<file path="src/sv/delimited_command_frame_receiver_unit_macros.svh">
// Assertion macros used by the frame receiver datapath.
`ifndef DELIMITED_COMMAND_FRAME_RECEIVER_UNIT_MACROS_SVH
`define DELIMITED_COMMAND_FRAME_RECEIVER_UNIT_MACROS_SVH

// Same-cycle implication, checked on every clk edge outside reset.
`define DCFR_ASSERT_NOW(lbl, ante, cons, msg) \
  lbl: assert property (@(posedge clk) disable iff (rst) (ante) |-> (cons)) else $error(msg);

// Next-cycle implication, checked on every clk edge outside reset.
`define DCFR_ASSERT_NEXT(lbl, ante, cons, msg) \
  lbl: assert property (@(posedge clk) disable iff (rst) (ante) |=> (cons)) else $error(msg);

`endif

</file>
<file path="src/sv/dcfr_pkg.sv">
// Package: types, constants and byte helpers for the frame receiver.
package dcfr_pkg;

  localparam int FRAME_DEPTH = 64;
  localparam int ADDR_W      = (FRAME_DEPTH > 1) ? $clog2(FRAME_DEPTH) : 1;
  localparam int FILL_W      = $clog2(FRAME_DEPTH + 1);
  localparam int BYTE_W      = 8;
  localparam int IDX_W       = 6;
  localparam int CFG_IDX_W   = 2;

  localparam logic [BYTE_W-1:0] START_RST  = 8'd58;
  localparam logic [BYTE_W-1:0] END_RST    = 8'd10;
  localparam logic [BYTE_W-1:0] CH_HASH    = 8'h23;
  localparam logic [BYTE_W-1:0] CH_LPAREN  = 8'h28;
  localparam logic [BYTE_W-1:0] CH_LOW_A   = 8'h61;
  localparam logic [BYTE_W-1:0] CH_LOW_Z   = 8'h7A;
  localparam logic [BYTE_W-1:0] CASE_DELTA = 8'h20;
  localparam logic [BYTE_W-1:0] CH_DIG_0   = 8'd48;
  localparam logic [BYTE_W-1:0] CH_DIG_9   = 8'd57;
  localparam logic [BYTE_W-1:0] CH_UP_A    = 8'd65;
  localparam logic [BYTE_W-1:0] CH_UP_Z    = 8'd90;
  localparam logic [BYTE_W-1:0] CH_PLUS    = 8'd43;
  localparam logic [BYTE_W-1:0] CH_DOT     = 8'd46;

  typedef enum logic [CFG_IDX_W-1:0] {
    CFG_START = 2'd0,
    CFG_END   = 2'd1,
    CFG_AUTO  = 2'd2
  } cfg_reg_t;

  typedef enum logic [1:0] {
    ST_RECV,
    ST_FETCH,
    ST_SEND,
    ST_DROP
  } state_t;

  typedef struct packed {
    logic accept;
    logic fetch;
    logic load_byte;
    logic load_drop;
    logic advance;
  } cmd_t;

  typedef struct packed {
    logic emit_req;
    logic drop_req;
    logic out_free;
    logic last;
  } sts_t;

  function automatic logic [BYTE_W-1:0] fold_upper(input logic [BYTE_W-1:0] c);
    logic [BYTE_W-1:0] r;
    r = c;
    if (c >= CH_LOW_A && c <= CH_LOW_Z) begin
      r = c - CASE_DELTA;
    end
    return r;
  endfunction

  function automatic logic is_storable(input logic [BYTE_W-1:0] c);
    return (c >= CH_DIG_0 && c <= CH_DIG_9) || (c >= CH_UP_A && c <= CH_UP_Z) ||
           (c >= CH_PLUS && c <= CH_DOT);
  endfunction

endpackage

</file>
<file path="src/sv/dcfr_ctrl.sv">
// Controller: sequences receive, frame read-out and dropped report.
module dcfr_ctrl
  import dcfr_pkg::*;
(
  input  logic clk,
  input  logic rst,
  input  logic rx_valid,
  output logic rx_stall,
  input  sts_t sts,
  output cmd_t cmd
);

  state_t state;
  state_t state_next;

  always_ff @(posedge clk) begin
    if (rst) begin
      state <= ST_RECV;
    end else begin
      state <= state_next;
    end
  end

  always_comb begin
    state_next = state;
    unique case (state)
      ST_RECV: begin
        if (rx_valid) begin
          if (sts.drop_req) begin
            state_next = ST_DROP;
          end else if (sts.emit_req) begin
            state_next = ST_FETCH;
          end
        end
      end
      ST_FETCH: state_next = ST_SEND;
      ST_SEND: begin
        if (sts.out_free) begin
          state_next = sts.last ? ST_RECV : ST_FETCH;
        end
      end
      ST_DROP: begin
        if (sts.out_free) begin
          state_next = ST_RECV;
        end
      end
      default: state_next = ST_RECV;
    endcase
  end

  always_comb begin
    cmd      = '0;
    rx_stall = 1'b1;
    unique case (state)
      ST_RECV: begin
        rx_stall   = 1'b0;
        cmd.accept = rx_valid;
      end
      ST_FETCH: cmd.fetch = 1'b1;
      ST_SEND: begin
        cmd.load_byte = sts.out_free;
        cmd.advance   = sts.out_free && !sts.last;
      end
      ST_DROP: cmd.load_drop = sts.out_free;
      default: ;
    endcase
  end

endmodule

</file>
<file path="src/sv/dcfr_dpath.sv">
// Datapath: config registers, frame flags, frame store and output register.
`include "delimited_command_frame_receiver_unit_macros.svh"
module dcfr_dpath
  import dcfr_pkg::*;
(
  input  logic                 clk,
  input  logic                 rst,
  input  logic                 cfg_we,
  input  logic [CFG_IDX_W-1:0] cfg_index,
  input  logic [BYTE_W-1:0]    cfg_data,
  input  logic [BYTE_W-1:0]    rx_byte,
  input  logic                 frame_stall,
  output logic                 frame_valid,
  output logic [BYTE_W-1:0]    frame_byte,
  output logic [IDX_W-1:0]     byte_index,
  output logic                 last_byte,
  output logic                 frame_dropped,
  input  cmd_t                 cmd,
  output sts_t                 sts
);

  logic [BYTE_W-1:0] start_byte;
  logic [BYTE_W-1:0] end_byte;
  logic              auto_open;

  logic              frame_open, frame_open_next;
  logic              in_comment, in_comment_next;
  logic              too_long, too_long_next;
  logic [FILL_W-1:0] fill_count, fill_count_next;

  logic [BYTE_W-1:0] frame_store [FRAME_DEPTH];
  logic              mem_we;
  logic [ADDR_W-1:0] rd_idx;
  logic [BYTE_W-1:0] rd_data;

  logic [BYTE_W-1:0] c;
  logic              open_now;
  logic              open_eff;
  logic              is_end;
  logic [FILL_W-1:0] fill_eff;

  // config
  always_ff @(posedge clk) begin
    if (rst) begin
      start_byte <= START_RST;
      end_byte   <= END_RST;
      auto_open  <= 1'b0;
    end else if (cfg_we) begin
      unique case (cfg_index)
        CFG_START: start_byte <= cfg_data;
        CFG_END:   end_byte   <= cfg_data;
        CFG_AUTO:  auto_open  <= cfg_data[0];
        default: ;
      endcase
    end
  end

  // byte classification
  always_comb begin
    c        = fold_upper(rx_byte);
    open_now = (auto_open && !frame_open) || (c == start_byte);
    open_eff = open_now || frame_open;
    is_end   = (c == end_byte);
    fill_eff = open_now ? '0 : fill_count;
  end

  always_comb begin
    frame_open_next = frame_open;
    in_comment_next = in_comment;
    too_long_next   = too_long;
    fill_count_next = fill_count;
    mem_we          = 1'b0;
    if (cmd.accept && open_eff) begin
      fill_count_next = fill_eff;
      if (is_end) begin
        frame_open_next = 1'b0;
        in_comment_next = 1'b0;
        too_long_next   = 1'b0;
      end else begin
        frame_open_next = 1'b1;
        priority if (c == CH_HASH || c == CH_LPAREN || in_comment) begin
          in_comment_next = 1'b1;
        end else if (c == start_byte) begin
          // start byte is not stored
        end else if (is_storable(c)) begin
          if (fill_eff < FILL_W'(FRAME_DEPTH)) begin
            mem_we          = 1'b1;
            fill_count_next = fill_eff + FILL_W'(1);
          end
          if (fill_eff >= FILL_W'(FRAME_DEPTH - 1)) begin
            too_long_next = 1'b1;
          end
        end else begin
          // ignored byte
        end
      end
    end
  end

  always_ff @(posedge clk) begin
    if (rst) begin
      frame_open <= 1'b0;
      in_comment <= 1'b0;
      too_long   <= 1'b0;
      fill_count <= '0;
    end else begin
      frame_open <= frame_open_next;
      in_comment <= in_comment_next;
      too_long   <= too_long_next;
      fill_count <= fill_count_next;
    end
  end

  // frame store, registered read
  always_ff @(posedge clk) begin
    if (mem_we) begin
      frame_store[fill_eff[ADDR_W-1:0]] <= c;
    end
  end

  always_ff @(posedge clk) begin
    if (cmd.fetch) begin
      rd_data <= frame_store[rd_idx];
    end
  end

  always_ff @(posedge clk) begin
    if (rst) begin
      rd_idx <= '0;
    end else if (cmd.accept) begin
      rd_idx <= '0;
    end else if (cmd.advance) begin
      rd_idx <= rd_idx + ADDR_W'(1);
    end
  end

  // output register
  always_ff @(posedge clk) begin
    if (rst) begin
      frame_valid <= 1'b0;
    end else if (cmd.load_byte || cmd.load_drop) begin
      frame_valid <= 1'b1;
    end else if (!frame_stall) begin
      frame_valid <= 1'b0;
    end
  end

  always_ff @(posedge clk) begin
    if (cmd.load_byte) begin
      frame_byte    <= rd_data;
      byte_index    <= IDX_W'(rd_idx);
      last_byte     <= sts.last;
      frame_dropped <= 1'b0;
    end else if (cmd.load_drop) begin
      frame_byte    <= '0;
      byte_index    <= '0;
      last_byte     <= 1'b1;
      frame_dropped <= 1'b1;
    end
  end

  always_comb begin
    sts.drop_req = open_eff && is_end && too_long;
    sts.emit_req = open_eff && is_end && !too_long && (fill_eff != '0);
    sts.out_free = !frame_valid || !frame_stall;
    sts.last     = (FILL_W'(rd_idx) + FILL_W'(1)) == fill_count;
  end

  `DCFR_ASSERT_NOW(a_fill_bound, 1'b1, fill_count <= FILL_W'(FRAME_DEPTH), "fill count past depth")
  `DCFR_ASSERT_NOW(a_open_room, frame_open && !too_long, fill_count < FILL_W'(FRAME_DEPTH), "full frame not flagged too long")
  `DCFR_ASSERT_NOW(a_comment_open, in_comment, frame_open, "comment flag outside a frame")
  `DCFR_ASSERT_NEXT(a_load_valid, cmd.load_byte || cmd.load_drop, frame_valid, "loaded result not presented")

endmodule

</file>
<file path="src/sv/delimited_command_frame_receiver_unit.sv">
// Top level: delimited command frame receiver (controller plus datapath).
//
//  channel  | handshake                 | payload
//  ---------+---------------------------+------------------------------------------------
//  rx       | rx_valid / rx_stall       | rx_byte
//  frame    | frame_valid / frame_stall | frame_byte, byte_index, last_byte, frame_dropped
//  cfg      | cfg_we                    | cfg_index, cfg_data
//
// rx_stall stays low between frames.
// On an end byte that closes a non-empty frame that is not too long, the input is
// stalled while the frame is read out of the frame store, each byte by a
// registered read, then an output load that waits for a free output register.
// A dropped-frame report is loaded once the output register is free.
// Reset (rst, synchronous, active high) clears flags, fill count, controller
// and output valid; the frame store needs no clearing.
// The output register lets the next byte be accepted while a result waits.
module delimited_command_frame_receiver_unit
  import dcfr_pkg::*;
(
  input  logic                 clk,
  input  logic                 rst,
  input  logic                 cfg_we,
  input  logic [CFG_IDX_W-1:0] cfg_index,
  input  logic [BYTE_W-1:0]    cfg_data,
  input  logic                 rx_valid,
  output logic                 rx_stall,
  input  logic [BYTE_W-1:0]    rx_byte,
  output logic                 frame_valid,
  input  logic                 frame_stall,
  output logic [BYTE_W-1:0]    frame_byte,
  output logic [IDX_W-1:0]     byte_index,
  output logic                 last_byte,
  output logic                 frame_dropped
);

  // command and status between controller and datapath
  cmd_t cmd;
  sts_t sts;

  dcfr_ctrl u_ctrl (
    .clk      (clk),
    .rst      (rst),
    .rx_valid (rx_valid),
    .rx_stall (rx_stall),
    .sts      (sts),
    .cmd      (cmd)
  );

  // flags, fill count, frame store and output register live here
  dcfr_dpath u_dpath (
    .clk           (clk),
    .rst           (rst),
    .cfg_we        (cfg_we),
    .cfg_index     (cfg_index),
    .cfg_data      (cfg_data),
    .rx_byte       (rx_byte),
    .frame_stall   (frame_stall),
    .frame_valid   (frame_valid),
    .frame_byte    (frame_byte),
    .byte_index    (byte_index),
    .last_byte     (last_byte),
    .frame_dropped (frame_dropped),
    .cmd           (cmd),
    .sts           (sts)
  );

endmodule
</file>
<file path="config.mk">
export PLATFORM = sky130hd
export DESIGN_NAME = delimited_command_frame_receiver_unit
export DESIGN_NICKNAME = d
export VERILOG_FILES = /design/src/sv/dcfr_pkg.sv /design/src/sv/dcfr_ctrl.sv /design/src/sv/dcfr_dpath.sv /design/src/sv/delimited_command_frame_receiver_unit.sv
export VERILOG_INCLUDE_DIRS = /design/src /design/src/sv
export SDC_FILE = /design/constraint.sdc
export NUM_CORES = 1
export LEC_CHECK = 0
export BUFFER_PORTS_ARGS = -buffer_cell sky130_fd_sc_hd__clkbuf_2
export CAP_MARGIN = 5
export CORE_ASPECT_RATIO = 1.75
export CORE_MARGIN = 1.5
export CORE_UTILIZATION = 30
export DETAILED_ROUTE_END_ITERATION = 16
export SETUP_SLACK_MARGIN = 0.05
export SLEW_MARGIN = 20
export SYNTH_ARGS = -nofsm -noshare
export SYNTH_HDL_FRONTEND = slang
export SYNTH_SLANG_ARGS = --single-unit
export TNS_END_PERCENT = 20
</file>
<file path="constraint.sdc">
create_clock -name clk -period 3.7 [get_ports clk]
set_input_delay 0.185 -clock clk [delete_from_list [all_inputs] [get_ports clk]]
set_output_delay 0.185 -clock clk [all_outputs]
set_load 0.05 [all_outputs]
</file>
# Word-level counts from Yosys, hierarchy flattened
# Memories as Yosys holds them, arrays and structs flattened. A register that Yosys moved wholly into a read port is not among the register bits.
# Index checks and enable logic that the tools add are counted.
word_totals:
  output_inout_bits: 18
  input_bits: 23
  regBits: 52
  memories: 1
  wordCells: 128
  ram_bits: 512
op_classes:
  n_addsub: 4
  n_reduce_logical: 38
  muxes: 44
  eq_ne: 17
  magnitude_cmp: 10
mem_list:
  columns: ["memory", "words", "width", "rd", "rd_clocked_by_memory_dff", "write_ports", "line_no", "source"]
  rows:
  - ["u_dpath.frame_store", 64, 8, 1, 1, 1, "dcfr_dpath.sv:31", "logic [BYTE_W-1:0] frame_store [FRAME_DEPTH];"]
ops:
  columns: ["operator", "count"]
  rows:
  - ["$mux 7", 6]
  - ["$mux 1", 27]
  - ["$mux 8", 3]
  - ["$eq 8x6->1 const B", 2]
  - ["$eq 8x8->1", 2]
  - ["$ge 8x6->1 const B", 2]
  - ["$ge 8x7->1 const B", 2]
  - ["$le 8x6->1 const B", 2]
  - ["$le 8x7->1 const B", 2]
  - ["$mux 6", 2]
  - ["$logic_and 1x1->1", 11]
  - ["$mux 2", 5]
  - ["$ne 2x1->1 const B", 5]
  - ["$logic_or 1x1->1", 8]
  - ["$pmux 2 s4", 1]
  - ["$reduce_and 2->1", 4]
  - ["$reduce_bool 2->1", 4]
  - ["$sub 8x6->8 const B", 1]
  - ["$add 6x1->7 const B", 1]
  - ["$add 7x1->7 const B", 1]
  - ["$eq 7x7->1", 1]
  - ["$ge 7x6->1 const B", 1]
  - ["$lt 7x7->1 const B", 1]
  - ["$reduce_bool 7->1", 1]
  - ["other kinds (10)", 18]

# Logic depth before layout (Yosys ltp)
logic_depth:
  ltp_word: 15
  mapped_depth: 12
  depth_no_buf: 10

# Modules after synthesis
# From an unflattened synthesis, not the netlist that was laid out.
unflattened:
  hier_cells: 1146
  hier_area_um2: 22979.5
modules_own_cells:
  columns: ["module", "n_inst", "area_per_inst_um2", "seq_area_each_um2", "cells_each"]
  rows:
  - ["dcfr_dpath", 1, 22856.9, 16766.1, 1131]
  - ["dcfr_ctrl", 1, 122.6, 40.0, 15]

# Least setup slack after synthesis
# Ideal clock, no wire load.
synth_path:
  path_type: "input to register"
  startpoint: "input rx_byte[1]"
  endpoint: "memory u_dpath.frame_store[29][0], enable pin"
  setup_time_ns: 0.370
  path_slack_ns: -0.023
  required_ns: 3.330
  t_arrival_ns: 3.353
  n_path_buf: 2
  cell_stages: 10
  path_cell_list: "buf_4 nor3_1 a21o_2 o21a_1 a31oi_1 a211oi_2 and2b_1 nand4_1 buf_2 nor2_1"
synth_between:
  elab_chain_len: 15
  word_cells_on_any_way: 35
  cone_classes: "add/sub (1); order compare (9); eq/ne (4); mux (10); reduce/logical (11)"
synth_lines:
  columns: ["item", "line_no", "source"]
  rows:
  - ["start, declared", "delimited_command_frame_receiver_unit.sv:27", "input logic [BYTE_W-1:0] rx_byte,"]
  - ["$ge 8x7->1 or $le 8x7->1 (tied branches)", "dcfr_pkg.sv:56", "if (c >= CH_LOW_A && c <= CH_LOW_Z) begin"]
  - ["$logic_and 1x1->1", "dcfr_pkg.sv:56", null]
  - ["$mux 8 (*)", "dcfr_pkg.sv:56", null]
  - ["via u_dpath.c[5]", "dcfr_dpath.sv:36", "logic [BYTE_W-1:0] c;"]
  - ["$eq 8x8->1", "dcfr_dpath.sv:61, dcfr_dpath.sv:83", null]
  - ["$logic_or 1x1->1", "dcfr_dpath.sv:61", "open_now = (auto_open && !frame_open) || (c == start_byte);"]
  - ["$mux 7", "dcfr_dpath.sv:64", "fill_eff = open_now ? '0 : fill_count;"]
  - ["$lt 7x7->1", "dcfr_dpath.sv:86", "if (fill_eff < FILL_W'(FRAME_DEPTH)) begin"]
  - ["$mux 1", "dcfr_dpath.sv:86", null]
  - ["$mux 1", "dcfr_dpath.sv:85", "end else if (is_storable(c)) begin"]
  - ["$mux 1", "dcfr_dpath.sv:83", "end else if (c == start_byte) begin"]
  - ["$mux 1", "dcfr_dpath.sv:81", "priority if (c == CH_HASH || c == CH_LPAREN || in_comment) begin"]
  - ["$mux 1", "dcfr_dpath.sv:75", "if (is_end) begin"]
  - ["$mux 1", "dcfr_dpath.sv:73", "if (cmd.accept && open_eff) begin"]
  - ["$mux 1", "dcfr_dpath.sv:116", "if (mem_we) begin"]
  - ["$mux 1 (not written as such)", "dcfr_dpath.sv:117", "frame_store[fill_eff[ADDR_W-1:0]] <= c;"]
  - ["end, declared", "dcfr_dpath.sv:31", null]
# Mark *: on every way through the listed nets, which the timed path passes. The rest lies on a longest branch.

==> out/metrics.csv <==
stage,metric,value,unit
run_status,status,finished clean,
yosys,Most used DFF post-synth,edfxtp_1,
setup_path,FF-to-FF setup slack,0.75,ns
yosys,"EDFF count, synth",535,
run,max_cap viols,0,
floorplanning,initial core utilization,0.3030,
pwr,sequential power share,0.565,
yosys,sequential area share after synthesis,0.7286,
yosys,Post-Synth Simple-Gate Area,0.05349,
floorplanning,Die Span Y,369.8,microns
floorplanning,std cell rows,134,
yosys,Synth Area in Compound Gates,0.02208,
drt,total length of routed met3 wires,2095,microns
yosys,ys async rst share,0,
pwr,net switching power,2494,uW
yosys,Unique masters post-synth,70,
global_route,initial antenna violation count,1,
timing,Worst-Margin Slew,1.068,ns
timing,Worst Skew,0.02972,ns
pwr,Logic pwr share,0.022,
drt,DRT Wirelength,54190,microns
pwr,pwr/cell area,469.0,mW/mm^2
clock_network,H-tree depth,2,
yosys,Synth Area in XOR/XNOR,0.009113,
clock_network,Post-CTS Setup Bufs,0,
drt,drt drc,0,
yosys,multiplexer area fraction after synthesis,0.1702,
pwr,VDD IR max,0.4087,mV
setup_path,startpoint type of the worst setup path,register,
clock_network,TritonCTS clock tree,yes,
yosys,largest family of logic cells by synthesized area,multiplexers,
yosys,Yosys warnings,0,
drt,met1 WL,19670,microns
yosys,cells after synthesis,1161,
setup_path,CP arrival,3.26,ns
drt,met2 routed WL,30110,microns
cells_and_area,Final Core Density,0.3512,
cells_and_area,Syn-to-layout area delta,15.90,%
timing,"Slew Viols, Final",0,
drt,highest routed layer,met4,
timing,fin crit share,0.7962,
drt,Initial DRT Pass Iterations,7,
timing,final count of hold timing violations,0,
clock_network,Num CTS Buffers,48,
yosys,number of synthesized register bits,572,
timing,unrepaired setup endpoints after global routing,false,
setup_path,Setup CP Type,reg -> reg,
setup_path,crit path capture type,register,
timing,max_slew headroom,0.2862,
yosys,synth top area cells,"edfxtp_1 (70%), mux4_2 (16%), dfxtp_1 (3.2%), nor2_1 (1.4%), clkbuf_1 (0.73%)",
setup_path,largest fanout on the critical path,20,
timing,Final setup violation count,0,
yosys,Post-Synth Adder-Cell Area,0.001627,
pwr,internal cell power,10040,uW
clock_network,clk buf depth,3,
floorplanning,num ports,41,
hold_path,Hold Crit Class,in -> reg,
global_route,GR Overflow Total,0,
placed_design,post-placement cell count,2247,
yosys,post-synthesis net count,1187,
floorplanning,core area,0.07612,sq mm
clock_network,post_cts resized,0,
timing,max frequency,339.5,MHz
pwr,Clk pwr share,0.413,
clock_network,clk slew on worst S/H paths,0.07,ns
clock_network,root buf cell,clkbuf_16,
floorplanning,die area,0.07862,sq mm
floorplanning,Die Wd,212.6,microns
cells_and_area,layout cells sized above 1,0.2948,
global_route,vias in the first global route,11910,
global_route,Total Routing Usage GR,0.1391,
setup_path,WP data required,4.01,ns
yosys,Synth area leader,edfxtp_1,
placed_design,Placement Cell Area,0.02503,sq mm
yosys,top-area cell type share of the netlist area,0.6965,
timing,setup tns final,0,ns
clock_network,CTS sink count,572,
cells_and_area,fin cells,2344,
cells_and_area,final net count,1314,
drt,final antenna-violating net count,0,
placed_design,routability congestion estimate,0.8445,
pwr,Sw Share,0.1989,
drt,1st-iter DRT viols,771,
drt,average vias per placed instance,4.847,
clock_network,Clock Latency Late Sink,0.59,ns
drt,via count,11360,
placed_design,number of port buffers,40,
placed_design,HPWL Detailed,37300,microns
yosys,synthesized area,0.02307,sq mm
drt,WL/cell,23.12,microns
timing,Tmin final,2.946,ns
clock_network,cts hold-fix bufs,11,
pwr,P_leak,0.008218,uW
cells_and_area,fin area,0.02673,sq mm
global_route,largest net degree at the start of global routing,65,
global_route,global-route wire length before repair,79710,microns
yosys,syn avg cell area,19.87,sq um
## kinds of logic after synthesis
logic type,Yosys count
fa+ha+maj,3
buf+inv,81
mux,182
flops,572
xor+xnor,24
compound gates,67
simple gates,232
## metal layers
metal  up-vias  track usage
met2       321       0.2622
met5         -            0
met4         0      0.06192
li1       4985            -
met3        97      0.01526
met1      5958       0.1555
## power groups by stage
stage                     clock network, uW  logic, uW  registers [uW]
after CTS                              5280        278            7090
final                                  5180        271            7090
after floorplan                           0        120            7230
after detailed placement                  0        267            7230
after global placement                    0        258            7230
after global routing                   5470        296            7080
## per-stage QoR
| stage | setup slack [ns] | total power [uW] | hold slack, ns |
|---|---|---|---|
| detailed placement | 0.3452 | 7496 | 0.4379 |
| floorplan | 0.08932 | 7348 | 0.2839 |
| finish | 0.7541 | 12540 | 0.03401 |
| global placement | 0.4782 | 7487 | 0.4110 |
| CTS | 0.7139 | 12650 | 0.004724 |
| global route | 0.5124 | 12850 | 0.06586 |
## sequential cells by signal, summed over array words and instances (netlist names)
name and flops:
u_dpath.byte_index 6, u_dpath.in_comment 1, u_dpath.frame_dropped 1, u_dpath.fill_count 7, u_dpath.last_byte 1, u_dpath.too_long 1
u_ctrl.state 2, u_dpath.end_byte 8, u_dpath.start_byte 8, u_dpath.auto_open 1, u_dpath.frame_valid 1, u_dpath.frame_open 1
u_dpath.rd_idx 6, u_dpath.frame_store 512, u_dpath.frame_byte 8, u_dpath.rd_data 8
## critical path, cell delays in order (launching register included)
cell and delay (ns):
dfxtp_4 0.60, buf_4 0.44, mux4_2 0.57, mux4_2 0.54
mux4_2 0.51
## area by class of cell
cell class | instances | area, sq um
timing repair buffer | 143 | 1064
sequential | 572 | 16810
tap | 1020 | 1276
multi-input combinational | 508 | 5926
clock buffer | 57 | 1235
inverter | 15 | 56.30
clock inverter | 28 | 359.1
fill | 7136 | 49380
antenna | 1 | 2.502
## cell usage in the layout (no fill, tap or decap), drive strengths merged, types with 8 or more instances in the layout
cell type,count
inv,18
nor2,84
dfxtp,37
xnor2,17
nand2,24
clkbuf,97
nor2b,21
buf,92
mux4,168
clkinv,12
nor3,14
o21ai,8
a21oi,14
and2,21
nand3,16
edfxtp,535
mux2i,13
and2b,11
dlygate4sd3,11
## Yosys cell counts (all sizes together) (13+ instances only)
master and number:
nor2 84, nor2b 21, xnor2 17, clkbuf 45
nand2 24, buf 21, inv 14, and2 21
nand3 16, edfxtp 535, a21oi 14, dfxtp 37
nor3 14, mux4 168, mux2i 13
## path summary, 6_finish.rpt
path	startpoint	to	cells past startpoint
max	u_dpath.rd_idx[0]	u_dpath.rd_data[3]	4
min	rx_valid	u_dpath.frame_open	4
max reg2reg	u_dpath.rd_idx[0]	u_dpath.rd_data[3]	4
min reg2reg	u_dpath.end_byte[1]	u_dpath.end_byte[1]	1
Power figures use the tool's default switching activity.
